[config.mk]
export PLATFORM = sky130hd
export DESIGN_NAME = meiyan_key_hash_core
export DESIGN_NICKNAME = d
export VERILOG_FILES = /design/src/rtl/mkh_pkg.sv /design/src/rtl/mkh_mix_unit.sv /design/src/rtl/meiyan_key_hash_core.sv
export VERILOG_INCLUDE_DIRS = /design/src /design/src/rtl
export SDC_FILE = /design/constraint.sdc
export NUM_CORES = 1
export LEC_CHECK = 0
export ABC_AREA = 1
export BUFFER_PORTS_ARGS = -buffer_cell sky130_fd_sc_hd__buf_2
export CORE_MARGIN = 2
export CORE_UTILIZATION = 53
export CTS_BUF_LIST = sky130_fd_sc_hd__clkbuf_4 sky130_fd_sc_hd__clkbuf_8
export CTS_CLUSTER_SIZE = 16
export DETAILED_ROUTE_END_ITERATION = 10
export HOLD_SLACK_MARGIN = 0.15
export PLACE_DENSITY = 0.74
export SETUP_SLACK_MARGIN = 0.2
export SLEW_MARGIN = 5
export SYNTH_ARGS = -nofsm -noshare
export SYNTH_HDL_FRONTEND = slang
export SYNTH_HIERARCHICAL = 1
export SYNTH_SLANG_ARGS = --single-unit
[constraint.sdc]
create_clock -name clk_i -period 6.55 [get_ports clk_i]
set_input_delay 0.3275 -clock clk_i [delete_from_list [all_inputs] [get_ports clk_i]]
set_output_delay 0.3275 -clock clk_i [all_outputs]
set_load 0.01 [all_outputs]
[src/rtl/assert_macros.svh]
// ----------------------------------------------------------------------------
// Assertion macros
// Shared concurrent assertion forms, clocked by clk_i and disabled in reset.
// ----------------------------------------------------------------------------
`ifndef ASSERT_MACROS_SVH
`define ASSERT_MACROS_SVH

// The condition must hold at every clock edge outside reset.
`define MKH_ASSERT(label, cond, msg) \
  label: assert property (@(posedge clk_i) disable iff (!rst_ni) (cond)) else $error(msg);

// The consequent must hold at every edge where the antecedent holds.
`define MKH_ASSERT_IMP(label, ante, cons, msg) \
  label: assert property (@(posedge clk_i) disable iff (!rst_ni) (ante) |-> (cons)) \
    else $error(msg);

// The consequent must hold at the clock edge after one where the antecedent holds.
`define MKH_ASSERT_NXT(label, ante, cons, msg) \
  label: assert property (@(posedge clk_i) disable iff (!rst_ni) (ante) |=> (cons)) \
    else $error(msg);

`endif

[src/rtl/mkh_pkg.sv]
// ----------------------------------------------------------------------------
// Meiyan key hash package
// Constants and shared types of the Meiyan key hash block.
// ----------------------------------------------------------------------------
package mkh_pkg;

  localparam logic [31:0] Basis = 32'h811c9dc5;
  localparam logic [31:0] Mult  = 32'h000ad3e7;
  localparam int unsigned KeyW  = 64;
  localparam int unsigned CntW  = 4;
  localparam int unsigned InTdataW  = 72;
  localparam int unsigned OutTdataW = 32;
  localparam logic [CntW-1:0] FullCnt = 4'd8;

  // Control of the core's mix unit.
  typedef struct packed {
    logic        init;
    logic        step;
    logic [31:0] operand;
  } mkh_mix_ctl_t;

  typedef enum logic [1:0] {
    StIdle = 2'b01,
    StMix  = 2'b10
  } mkh_state_e;

endpackage

[src/rtl/mkh_mix_unit.sv]
// ----------------------------------------------------------------------------
// Meiyan mix unit
// Holds the hash; one step h = (h ^ v) * 0xad3e7 per cycle while step is set.
// ----------------------------------------------------------------------------
`include "assert_macros.svh"

module mkh_mix_unit import mkh_pkg::*; (
  input  logic         clk_i,
  input  logic         rst_ni,
  input  mkh_mix_ctl_t ctl_i,
  output logic [31:0]  hash_o
);

  logic [31:0] hash_q, hash_d;
  logic [31:0] mixed;

  assign mixed = 32'((hash_q ^ ctl_i.operand) * Mult);

  always_comb begin
    hash_d = hash_q;
    if (ctl_i.init) begin
      hash_d = Basis;
    end else if (ctl_i.step) begin
      hash_d = mixed;
    end
  end

  always_ff @(posedge clk_i or negedge rst_ni) begin
    if (!rst_ni) begin
      hash_q <= Basis;
    end else begin
      hash_q <= hash_d;
    end
  end

  assign hash_o = hash_q;

  `MKH_ASSERT(a_init_step_excl, !(ctl_i.init && ctl_i.step), "mix init and step together")
  `MKH_ASSERT_NXT(a_init_basis, ctl_i.init, hash_q == Basis, "hash not back at basis")

endmodule

[src/rtl/meiyan_key_hash_core.sv]
// ----------------------------------------------------------------------------
// Meiyan key hash core
// Streams a key as 8-byte blocks and returns its 32-bit Meiyan hash.
// ----------------------------------------------------------------------------
//  Channel   Dir  Fields (tdata from bit 0 up)                  Transfer
//  s_axis    in   key_bytes[63:0], byte_count[67:64]; tlast     per key block
//  m_axis    out  hash_value[31:0]                              per finished key
//
//  A non-last block is captured, then folded in one multiply step.
//  A last block is captured, folded in up to four multiply steps, then finished.
//  Each multiply step uses the single 32x20 multiplier in the mix unit.
//  Reset returns the running hash to the offset basis and empties the output.
//  A finished hash waits in the output register; a stalled output holds the
//  finish of the next key but not the capture of its blocks.
// ----------------------------------------------------------------------------
`include "assert_macros.svh"

module meiyan_key_hash_core import mkh_pkg::*; (
  input  logic                 clk_i,
  input  logic                 rst_ni,
  input  logic                 s_axis_tvalid_i,
  output logic                 s_axis_tready_o,
  input  logic [InTdataW-1:0]  s_axis_tdata_i,   // key_bytes[63:0], byte_count[67:64]
  input  logic                 s_axis_tlast_i,
  output logic                 m_axis_tvalid_o,
  input  logic                 m_axis_tready_i,
  output logic [OutTdataW-1:0] m_axis_tdata_o    // hash_value[31:0]
);

  mkh_state_e state_q, state_d;
  logic [KeyW-1:0] key_q, key_d;
  logic [CntW-1:0] rem_q, rem_d;
  logic [2:0]      pos_q, pos_d;
  logic            full_q, full_d;
  logic            last_q, last_d;
  logic            out_valid_q, out_valid_d;
  logic [31:0]     out_data_q, out_data_d;

  mkh_mix_ctl_t mix_ctl;
  logic [31:0]  hash;
  logic         in_xfer;
  logic [CntW-1:0] in_cnt;
  logic [KeyW-1:0] key_shift;
  logic [31:0]  w0, w1, full_word, half_word, byte_word;
  logic         out_free;

  assign in_xfer  = s_axis_tvalid_i && s_axis_tready_o;
  assign in_cnt   = s_axis_tdata_i[KeyW+CntW-1:KeyW];
  assign out_free = !out_valid_q || m_axis_tready_i;

  assign w0        = key_q[31:0];
  assign w1        = key_q[63:32];
  assign full_word = {w0[26:0], w0[31:27]} ^ w1;
  assign key_shift = key_q >> {pos_q, 3'b000};
  assign half_word = {16'h0000, key_shift[15:0]};
  assign byte_word = {{24{key_shift[7]}}, key_shift[7:0]};

  mkh_mix_unit u_mix (
    .clk_i  (clk_i),
    .rst_ni (rst_ni),
    .ctl_i  (mix_ctl),
    .hash_o (hash)
  );

  always_comb begin
    state_d     = state_q;
    key_d       = key_q;
    rem_d       = rem_q;
    pos_d       = pos_q;
    full_d      = full_q;
    last_d      = last_q;
    out_valid_d = out_valid_q;
    out_data_d  = out_data_q;
    mix_ctl     = '{init: 1'b0, step: 1'b0, operand: 32'h0};

    if (out_valid_q && m_axis_tready_i) begin
      out_valid_d = 1'b0;
    end

    unique case (state_q)
      StIdle: begin
        if (in_xfer) begin
          key_d   = s_axis_tdata_i[KeyW-1:0];
          pos_d   = 3'd0;
          last_d  = s_axis_tlast_i;
          state_d = StMix;
          if (!s_axis_tlast_i || in_cnt >= FullCnt) begin
            full_d = 1'b1;
            rem_d  = '0;
          end else begin
            full_d = 1'b0;
            rem_d  = in_cnt;
          end
        end
      end
      StMix: begin
        if (full_q) begin
          mix_ctl.step    = 1'b1;
          mix_ctl.operand = full_word;
          full_d          = 1'b0;
          if (!last_q) begin
            state_d = StIdle;
          end
        end else if (rem_q >= 4'd2) begin
          mix_ctl.step    = 1'b1;
          mix_ctl.operand = half_word;
          rem_d           = rem_q - 4'd2;
          pos_d           = pos_q + 3'd2;
        end else if (rem_q == 4'd1) begin
          mix_ctl.step    = 1'b1;
          mix_ctl.operand = byte_word;
          rem_d           = '0;
        end else if (out_free) begin
          out_valid_d  = 1'b1;
          out_data_d   = hash ^ {16'h0000, hash[31:16]};
          mix_ctl.init = 1'b1;
          state_d      = StIdle;
        end
      end
      default: begin
        state_d = StIdle;
      end
    endcase
  end

  always_ff @(posedge clk_i or negedge rst_ni) begin
    if (!rst_ni) begin
      state_q     <= StIdle;
      rem_q       <= '0;
      pos_q       <= '0;
      full_q      <= 1'b0;
      last_q      <= 1'b0;
      out_valid_q <= 1'b0;
    end else begin
      state_q     <= state_d;
      rem_q       <= rem_d;
      pos_q       <= pos_d;
      full_q      <= full_d;
      last_q      <= last_d;
      out_valid_q <= out_valid_d;
    end
  end

  always_ff @(posedge clk_i) begin
    key_q      <= key_d;
    out_data_q <= out_data_d;
  end

  assign s_axis_tready_o = (state_q == StIdle);
  assign m_axis_tvalid_o = out_valid_q;
  assign m_axis_tdata_o  = out_data_q;

  `MKH_ASSERT_IMP(a_idle_no_work, s_axis_tready_o, !full_q && rem_q == '0,
    "idle with mix work pending")
  `MKH_ASSERT(a_tail_in_range, ({1'b0, pos_q} + rem_q) <= FullCnt,
    "tail runs past the block")
  `MKH_ASSERT_IMP(a_full_no_tail, full_q, rem_q == '0, "full block with tail pending")
  `MKH_ASSERT_NXT(a_load_on_finish, mix_ctl.init, m_axis_tvalid_o,
    "hash finished without a result")

endmodule

# After elaboration in Yosys (flattened, before gate mapping)
# Index checks and enable logic that the tools add are counted.
# totals
ff_bits	140
elab_cells	82
inputBits	77
output_inout_bits	34
# classes
multipliers	1
n_addsub	2
n_reduce_logical	14
n_eq_ne	11
shifts	1
order_cmp	2
n_bitwise	6
mux	36
# op_table
operator	count
$mux W33	3
$mux W32	2
$shr A64 B6 Y16	1
$xor A32 B32 Y32	2
$mux W34	1
$mul A32 B20 Y32 const B	1
$xor A32 B16 Y32	1
$mux W4	5
$ne A3 B3 Y1 const B	5
$mux W1	12
$mux W2	6
$reduce_and A5 Y1	2
$mux W3	3
$pmux W4 S2	1
$reduce_and A4 Y1	2
$pmux W3 S2	1
$eq A4 B1 Y1 const B	1
$ge A4 B2 Y1 const B	1
$ge A4 B4 Y1 const B	1
$ne A2 B2 Y1 const B	2
$pmux W2 S2	1
$reduce_and A2 Y1	2
$reduce_bool A2 Y1	2
$sub A4 B2 Y4 const B	1
9 further kinds	14

# Logic depth before layout (Yosys ltp)
# Gate-level depths: netlist of run 1.
# depth
depth_word	11
mapped_depth	39

# By module
# Netlist of run 1, hierarchy kept.
# modules_own_cells
module	n_inst	area_per_inst_um2	cells_each
mkh_mix_unit	1	10073.4	1081
meiyan_key_hash_core	1	4968.5	463

# Least setup slack after synthesis of run 1
# OpenSTA, ideal clock, no wires.
# synth_path
kind	register to register
start	register pos_q[2]
end	register u_mix.hash_q[23] (netlist: u_mix/hash_o[23])
required_ps	6427
arrival_time_ps	6733
setup_slack_ps	-306
stages_incl_launch_ff	31
path_buffers	2
cell_sequence	dfrtp_1 -> inv_2 -> buf_4 -> buf_2 -> o21ai_0 -> o21ai_1 -> nor2_1 -> nor2_1 -> xor2_1 -> inv_1 -> nor2_1 -> nor2_1 -> ha_1 -> or2_2 -> ha_1 -> fa_1 -> fa_1 -> fa_1 -> fa_1 -> fa_1 -> ha_1 -> a21oi_1 -> o21ai_0 -> a21oi_1 -> o21ai_2 -> nand2_1 -> nand2_1 -> nand2_1 -> nand2_1 -> o21ai_0 -> nand2_1
# synth_rtl
item	line_no	text
start: declaration	meiyan_key_hash_core.sv:33	logic [2:0] pos_q, pos_d;
start signal: assignment	meiyan_key_hash_core.sv:137	pos_q <= pos_d;
end signal: assignment	mkh_mix_unit.sv:30	hash_q <= Basis;
end signal: assignment	mkh_mix_unit.sv:32	hash_q <= hash_d;
end: declaration	mkh_mix_unit.sv:14	logic [31:0] hash_q, hash_d;

==> results.rst, run 1 <==
.. list-table::
   :header-rows: 1

   * - Metric
     - Value
   * - Register bit count reported by yosys
     - roughly 140
   * - Setup Total Neg Slack
     - -4.46 ns
   * - Worst slew pin tran
     - between 1 and 1.5 ns
   * - Footprint of the multi-input gates
     - around 12000 µm²
   * - CTS tree
     - done
   * - Final critical-path share of the clock period
     - 109%
   * - Area of the die
     - about 30000 µm²
   * - Post-placement cell count
     - between 2000 and 2500
   * - Initial core utilization
     - between 50% and 60%
   * - Category of the worst setup path capture point
     - register
   * - Share of the synthesized area in the top cell type
     - a little over a quarter
   * - Via-to-Cell Ratio
     - between 5 and 6
   * - Unrepaired setup endpoints after global routing
     - true
   * - Achievable Freq
     - around 0.14 GHz
   * - Number of max-cap violations
     - 0
   * - Count of routing violations after the opening detailed-route iteration
     - roughly 1200
   * - Via count of the first global-routing pass
     - 13661
   * - DRC violation count after routing
     - 0
   * - H-Tree Depth
     - 4
   * - Nets
     - ~2400
   * - Antenna Diode Count
     - 0
   * - Run status
     - finished, violations left
   * - 1st-pass router iterations
     - 6
   * - Initial antenna violation count
     - 0
   * - Crit-path max cell delay
     - a little under 0.6 ns
   * - Launching element type of the critical path
     - register
   * - Number of buffers inserted by port buffering
     - 106
   * - Clock tree sinks
     - roughly 140
   * - Ratio of cells with drive above 1 in the final layout
     - between 30% and 40%
   * - Cell area after synthesis
     - approximately 15000 µm²
   * - Wire length of the first global-routing pass
     - approximately 73000 µm
   * - Area growth from synthesis to layout
     - 39.8%
   * - Post-synthesis average cell area
     - 9.74 µm²
   * - Fillers
     - around 1700
   * - Area contributors post-synth
     - sky130_fd_sc_hd__fa_1, sky130_fd_sc_hd__edfxtp_1, sky130_fd_sc_hd__ha_1, sky130_fd_sc_hd__inv_1, sky130_fd_sc_hd__nand2_1
   * - Non-filler cells, final
     - approximately 2400
   * - CP Data Arrival Time
     - between 7 and 8 ns
   * - Final min period
     - 7.11 ns
   * - Portion of the post-synthesis area used by sequential elements
     - a little over a quarter
   * - Combined global-route utilization of all metal layers
     - 33.2%
   * - Cell seen most often among critical-path stages
     - sky130_fd_sc_hd__fa_1
   * - Critical path peak fanout
     - 17
   * - Clk_lat worst skew
     - approximately 0.47 ns
   * - Largest clock skew in the final design
     - about 0.013 ns
   * - Post-CTS clock slew at the launch and capture registers of the worst setup and hold paths
     - approximately 0.1 ns
   * - Pin count of the biggest net entering global routing
     - between 60 and 70
   * - Crit path required time
     - roughly 7.0 ns
   * - Average wire length per cell after detail routing
     - 20.9 µm
   * - Cell types with the highest counts after synthesis
     - sky130_fd_sc_hd__inv_1, sky130_fd_sc_hd__nand2_1, sky130_fd_sc_hd__fa_1
   * - Clock buffers created by TritonCTS
     - 17
   * - Global route total overflow
     - 0
   * - Most common flop cell mapped by yosys
     - sky130_fd_sc_hd__edfxtp_1
   * - Standard-cell row count
     - 61
   * - Slew margin rel.
     - about 26%
   * - Final worst setup slack
     - -0.564 ns
   * - Number of warning messages in the yosys log
     - 6
   * - CTS root buffer
     - sky130_fd_sc_hd__clkbuf_8
   * - Total vias in the final route
     - about 13000
   * - Syn nets
     - 1973
   * - Area of the core
     - 27900 µm²
   * - DRT Wirelength
     - between 40000 and 50000 µm
   * - Horizontal die dimension
     - about 170 µm
   * - Final count of hold timing violations
     - 0
   * - Y dimension of the die
     - 172 µm
   * - Hold Crit Class
     - primary input to register
   * - Cell with the most instances after synthesis
     - sky130_fd_sc_hd__inv_1
   * - Final setup viols
     - 17
   * - Half-perimeter wire length after detailed placement
     - approximately 36000 µm
   * - Count of antenna-violating nets left after detailed routing
     - 0
   * - Category of the critical setup timing path
     - register to register
   * - Fraction of synthesis flops using an asynchronous set or reset pin
     - ~31%
   * - Distinct cells, synth
     - 54
   * - Number of instances in the synthesized netlist
     - 1544
   * - Final number of max-transition violations
     - 0
   * - IO Pins
     - 111
   * - Slowest stage cell on the critical path
     - sky130_fd_sc_hd__fa_1
   * - Number of flops mapped to enable cells by yosys
     - 96
   * - Violated checks
     - negative setup slack
   * - Storage element area
     - slightly below 4000 µm²
   * - Area leader, netlist
     - sky130_fd_sc_hd__fa_1
   * - Final estimated routing congestion in global placement
     - roughly 0.95
   * - Buffer levels on the longest clock path
     - 2
-- kinds of logic (layout without fill, tap and decap cells) --
kind of cell               after synthesis  count (layout)  share of synthesized area (%)
adders and majority gates              352             352                           39.5
AOI/OAI and AO/OA                      167             167                           6.46
buffers and inverters                  308             766                           7.97
DFF                                    139             139                           26.4
xor gates and xnor gates                98              98                           5.88
and+or+nand+nor                        480             480                           13.8
-- area by class of cell --
cell class / count / share of cell area (%)
Sequential cell: 139 / 18.9
Timing Repair Buffer: 450 / 16.8
Multi-Input combinational cell: 1097 / 54.9
Clock buffer: 17 / 1.11
Inverter: 284 / 5.14
Tap cell: 378 / 2.25
Clock inverter: 15 / 0.964
-- metal layers --
metal / part of all wire [%] / vias up / routed length [µm] / global-route usage, %
met3: 7.1 / 174 / 3560 / 5.13
met4: 4.9 / 0 / 2430 / 13.6
met1: 38 / 6394 / 18900 / 41.3
li1: - / 5805 / - / -
met5: 0 / - / 0 / 0
met2: 50 / 688 / 24900 / 58.1
-- timing repair --
item / 4_1_cts / 5_1_grt
resized for setup: 169 / 190
setup endpoints to repair: 20 / 23
pin swaps: 111 / 109
hold endpoints to repair: 94 / 0
buffers inserted: 20 / 18
hold buffers: 67 / 0
-- registers in the layout, summed over array words and instances, names as in the netlist --
| register | cells |
|---|---|
| pos_q | 2 |
| m_axis_tdata_o | 32 |
| key_q | 64 |
| rem_q | 4 |
| u_mix/hash_o | 32 |
| full_q | 1 |
| state_q | 2 |
| last_q | 1 |
| m_axis_tvalid_o | 1 |
-- metrics by stage --
step                      hold WS [ns]  setup slack (ns)  instance area [µm²]  utilization (%)
after floorplan                 0.0319             0.192                15300                -
after global placement           0.486            -0.453                18100             65.0
after detailed placement         0.503            -0.529                18100             65.0
after CTS                        0.178            -0.273                20100             72.1
after global routing             0.173            -0.843                21000             75.5
final                            0.177            -0.564                21000             75.5
-- critical path: cells and delay by family (launching register included) --
| kind | cells | cell delay [ns] |
|---|---|---|
| adders and majority gates | 8 | 3.64 |
| and+or+nand+nor | 11 | 1.32 |
| buffers and inverters | 8 | 0.97 |
| AOI/OAI and AO/OA | 3 | 0.49 |
| DFF | 1 | 0.47 |
| xor gates and xnor gates | 1 | 0.15 |
-- placed cells by master, fill, tap and decap left out, drive strengths merged, types with 2 or more instances in the layout --
cell	instances
or2	6
nor3	5
dlygate4sd3	67
a21o	8
clkinv	3
fa	204
a21oi	49
clkinvlp	2
edfxtp	96
bufinv	3
o21a	2
nand3	71
a21boi	2
o21bai	6
dfrtp	28
a32o	2
nor2	110
ha	148
buf	383
clkbuf	17
o21ai	72
o211ai	4
nand2	273
inv	291
dfstp	15
a31o	2
a31oi	4
o22ai	11
nor4	3
nand4	8
nand3b	3
xnor2	21
xor2	77
-- worst paths after layout --
check	cells past startpoint	startpoint	endpoint	slack, ns
setup reg to reg	31	pos_q[1]	u_mix/hash_o[31]	-0.56
hold / removal	3	s_axis_tdata_i[67]	full_q	0.18
setup / recovery	31	pos_q[1]	u_mix/hash_o[31]	-0.56
max in group asynchronous	2	rst_ni	pos_q[1]	5.18
hold reg to reg	2	rem_q[2]	rem_q[2]	0.54
min in group asynchronous	2	rst_ni	rem_q[3]	0.65
Power of run 1 is not shown: default switching activity piles up to over one toggle a cycle in this logic, so the estimate is an artifact.
==> run 2, diff against run 1 <==
PLACE_DENSITY = 0.72   (was 0.74)
clock period = 8.7 ns   (was 6.55 ns; I/O delays follow)
==> run 2 against run 1 <==
Net effect:
- the flow now finishes without violations
- count of clock-buffer cells in the layout did not move
- maximum frequency down 9.3%
- clock skew increased by 0.0049 ns
- register-to-register slack better by 1.4 ns
- largest cell class unchanged
- die area unchanged
- final cell count decreased by 11%
- highest routed layer unchanged
==> results.rst, run 2 (synthesis results as in run 1) <==
.. list-table::
   :header-rows: 1

   * - Metric
     - Value
   * - Run status
     - finished clean
   * - Via-to-Cell Ratio
     - 5.28 (-3.7%)
   * - Post-CTS Repair Setup Buffers
     - 0 (-100%)
   * - Pin count of the biggest net entering global routing
     - 65 (unchanged)
   * - Logic depth of the worst setup path including buffers
     - 32 (+3.2%)
   * - Area growth from synthesis to layout
     - 13.8%
   * - Nets
     - 2160 (-11%)
   * - Final estimated routing congestion in global placement
     - 0.957 (+1.0%)
   * - Number of max-cap violations
     - 0 (unchanged)
   * - H-Tree Depth
     - 4 (unchanged)
   * - Fillers
     - 2334 (+37%)
   * - DRT Wirelength
     - 40600 µm (-18%)
   * - Buffer levels on the longest clock path
     - 2 (unchanged)
   * - Clk_lat worst skew
     - 0.47 ns (about the same)
   * - Clock tree sinks
     - 139 (unchanged)
   * - Final min period
     - 7.84 ns (+0.729 ns)
   * - Total vias in the final route
     - 11213 (-14%)
   * - Reg2Reg Depth
     - 32 (+3.2%)
   * - Critical path peak fanout
     - 30 (+13)
   * - Achievable Freq
     - 0.128 GHz (-9.3%)
   * - Final setup viols
     - 0 (-17)
   * - Global route total overflow
     - 0 (unchanged)
   * - Ratio of cells with drive above 1 in the final layout
     - 13.7% (-24 points)
   * - Category of the critical setup timing path
     - register to register
   * - CP Data Arrival Time
     - 8.23 ns (+0.72 ns)
   * - Post-placement cell count
     - 2031 (-9.5%)
   * - Horizontal die dimension
     - 172 µm (unchanged)
   * - Slowest stage cell on the critical path
     - sky130_fd_sc_hd__xor2_1
   * - Largest clock skew in the final design
     - 0.0179 ns (+0.00485 ns)
   * - Setup Total Neg Slack
     - 0 ns (+4.46 ns)
   * - IO Pins
     - 111 (unchanged)
   * - Launching element type of the critical path
     - register
   * - Standard-cell row count
     - 61 (unchanged)
   * - CTS tree
     - done
   * - Most frequent standard cell in the layout excluding fill and tap cells
     - sky130_fd_sc_hd__inv_1
   * - Worst reg2reg path startpoint
     - pos_q[1]
   * - Initial core utilization
     - 54.0% (unchanged)
   * - Worst slew pin tran
     - 1.11 ns (-0.00234 ns)
   * - Unrepaired setup endpoints after global routing
     - false
   * - Cell seen most often among critical-path stages
     - sky130_fd_sc_hd__nand2_1
   * - Half-perimeter wire length after detailed placement
     - 32700 µm (-10%)
   * - Initial antenna violation count
     - 0 (unchanged)
   * - Combined global-route utilization of all metal layers
     - 28.8% (-4.4 points)
   * - Leading cell types in the layout, fill and taps excluded
     - sky130_fd_sc_hd__inv_1, sky130_fd_sc_hd__nand2_1, sky130_fd_sc_hd__fa_1, sky130_fd_sc_hd__ha_1, sky130_fd_sc_hd__buf_2
   * - Antenna Diode Count
     - 0 (unchanged)
   * - Final count of hold timing violations
     - 0 (unchanged)
   * - CTS root buffer
     - sky130_fd_sc_hd__clkbuf_8
   * - Final number of max-transition violations
     - 0 (unchanged)
   * - Count of antenna-violating nets left after detailed routing
     - 0 (unchanged)
   * - Number of buffers inserted by port buffering
     - 106 (unchanged)
   * - Crit path required time
     - 9.09 ns (+2.14 ns)
   * - Crit-path max cell delay
     - 0.71 ns (+0.12 ns)
   * - Largest register by flop count
     - key_q
   * - DRC violation count after routing
     - 0 (unchanged)
   * - Hold Crit Class
     - primary input to asynchronous set/reset pin
   * - Final critical-path share of the clock period
     - 90.1% (-18 points)
   * - End of the worst register-to-register path
     - u_mix/hash_o[27]
   * - Area of the die
     - 29700 µm² (unchanged)
   * - Reg-to-reg setup timing slack
     - 0.86 ns (+1.42 ns)
   * - Crit path buffers/inverters
     - 7 (-1)
   * - Via count of the first global-routing pass
     - 11831 (-13%)
   * - Y dimension of the die
     - 172 µm (unchanged)
   * - Category of the worst setup path capture point
     - register
   * - Area of the core
     - 27900 µm² (unchanged)
   * - Average wire length per cell after detail routing
     - 19.1 µm (-8.6%)
   * - Clock buffers created by TritonCTS
     - 17 (unchanged)
   * - Slew margin rel.
     - 26.0% (+0.16 points)
   * - Count of routing violations after the opening detailed-route iteration
     - 747 (-38%)
   * - Family of cells with the greatest summed delay on the critical path
     - adder cells
   * - Wire length of the first global-routing pass
     - 63600 µm (-13%)
   * - Post-CTS clock slew at the launch and capture registers of the worst setup and hold paths
     - 0.10 ns (about the same)
   * - Number of flip-flops in the largest register
     - 64 (unchanged)
   * - Non-filler cells, final
     - 2122 (-11%)
   * - 1st-pass router iterations
     - 5 (-1)
[run 2: layer usage]
layer	global-route usage (%)	vias to the layer above	part of all wire, %
met1	38.1	5535	43
li1	-	5282	-
met2	49.0	329	49
met4	9.94	0	3.5
met5	0	-	0
met3	3.78	67	4.6
[run 2: cell type report]
cell class / count / area (µm²) / area share [%]
multi-input cells: 1097 / 9870 / 57.7
well taps: 378 / 473 / 2.76
clock buffers: 17 / 234 / 1.37
flip-flops and latches: 139 / 3980 / 23.2
clock inverters: 15 / 175 / 1.02
repair buffers: 192 / 1320 / 7.73
inverters: 284 / 1070 / 6.23
[run 2: stage by stage]
| stage | worst slack (ns) | hold slack (ns) | util (%) | cell area, µm² |
|---|---|---|---|---|
| floorplan | 1.84 | 0.139 | - | 15000 |
| global placement | 0.965 | 0.485 | 57.9 | 16100 |
| detailed placement | 0.912 | 0.485 | 57.9 | 16100 |
| CTS | 0.879 | 0.150 | 61.4 | 17100 |
| global route | 0.431 | 0.152 | 61.5 | 17100 |
| finish | 0.857 | 0.157 | 61.5 | 17100 |
[run 2: timing repair]
action / CTS / global route
hold buffers: 58 / 1
gates resized for setup: 0 / 0
endpoints found under the hold margin: 58 / 1
[run 2: worst max-delay path by stage]
stage | from | end | slack, ns
detailed placement | pos_q[1] | u_mix/hash_o[31] | 0.91
global route | pos_q[1] | u_mix/hash_o[31] | 0.43
floorplan | pos_q[2] | u_mix/hash_o[23] | 1.84
global placement | pos_q[1] | u_mix/hash_o[23] | 0.96
CTS | pos_q[1] | u_mix/hash_o[31] | 0.88
finish | pos_q[1] | u_mix/hash_o[27] | 0.86
Power of run 2 is left out for the same reason.
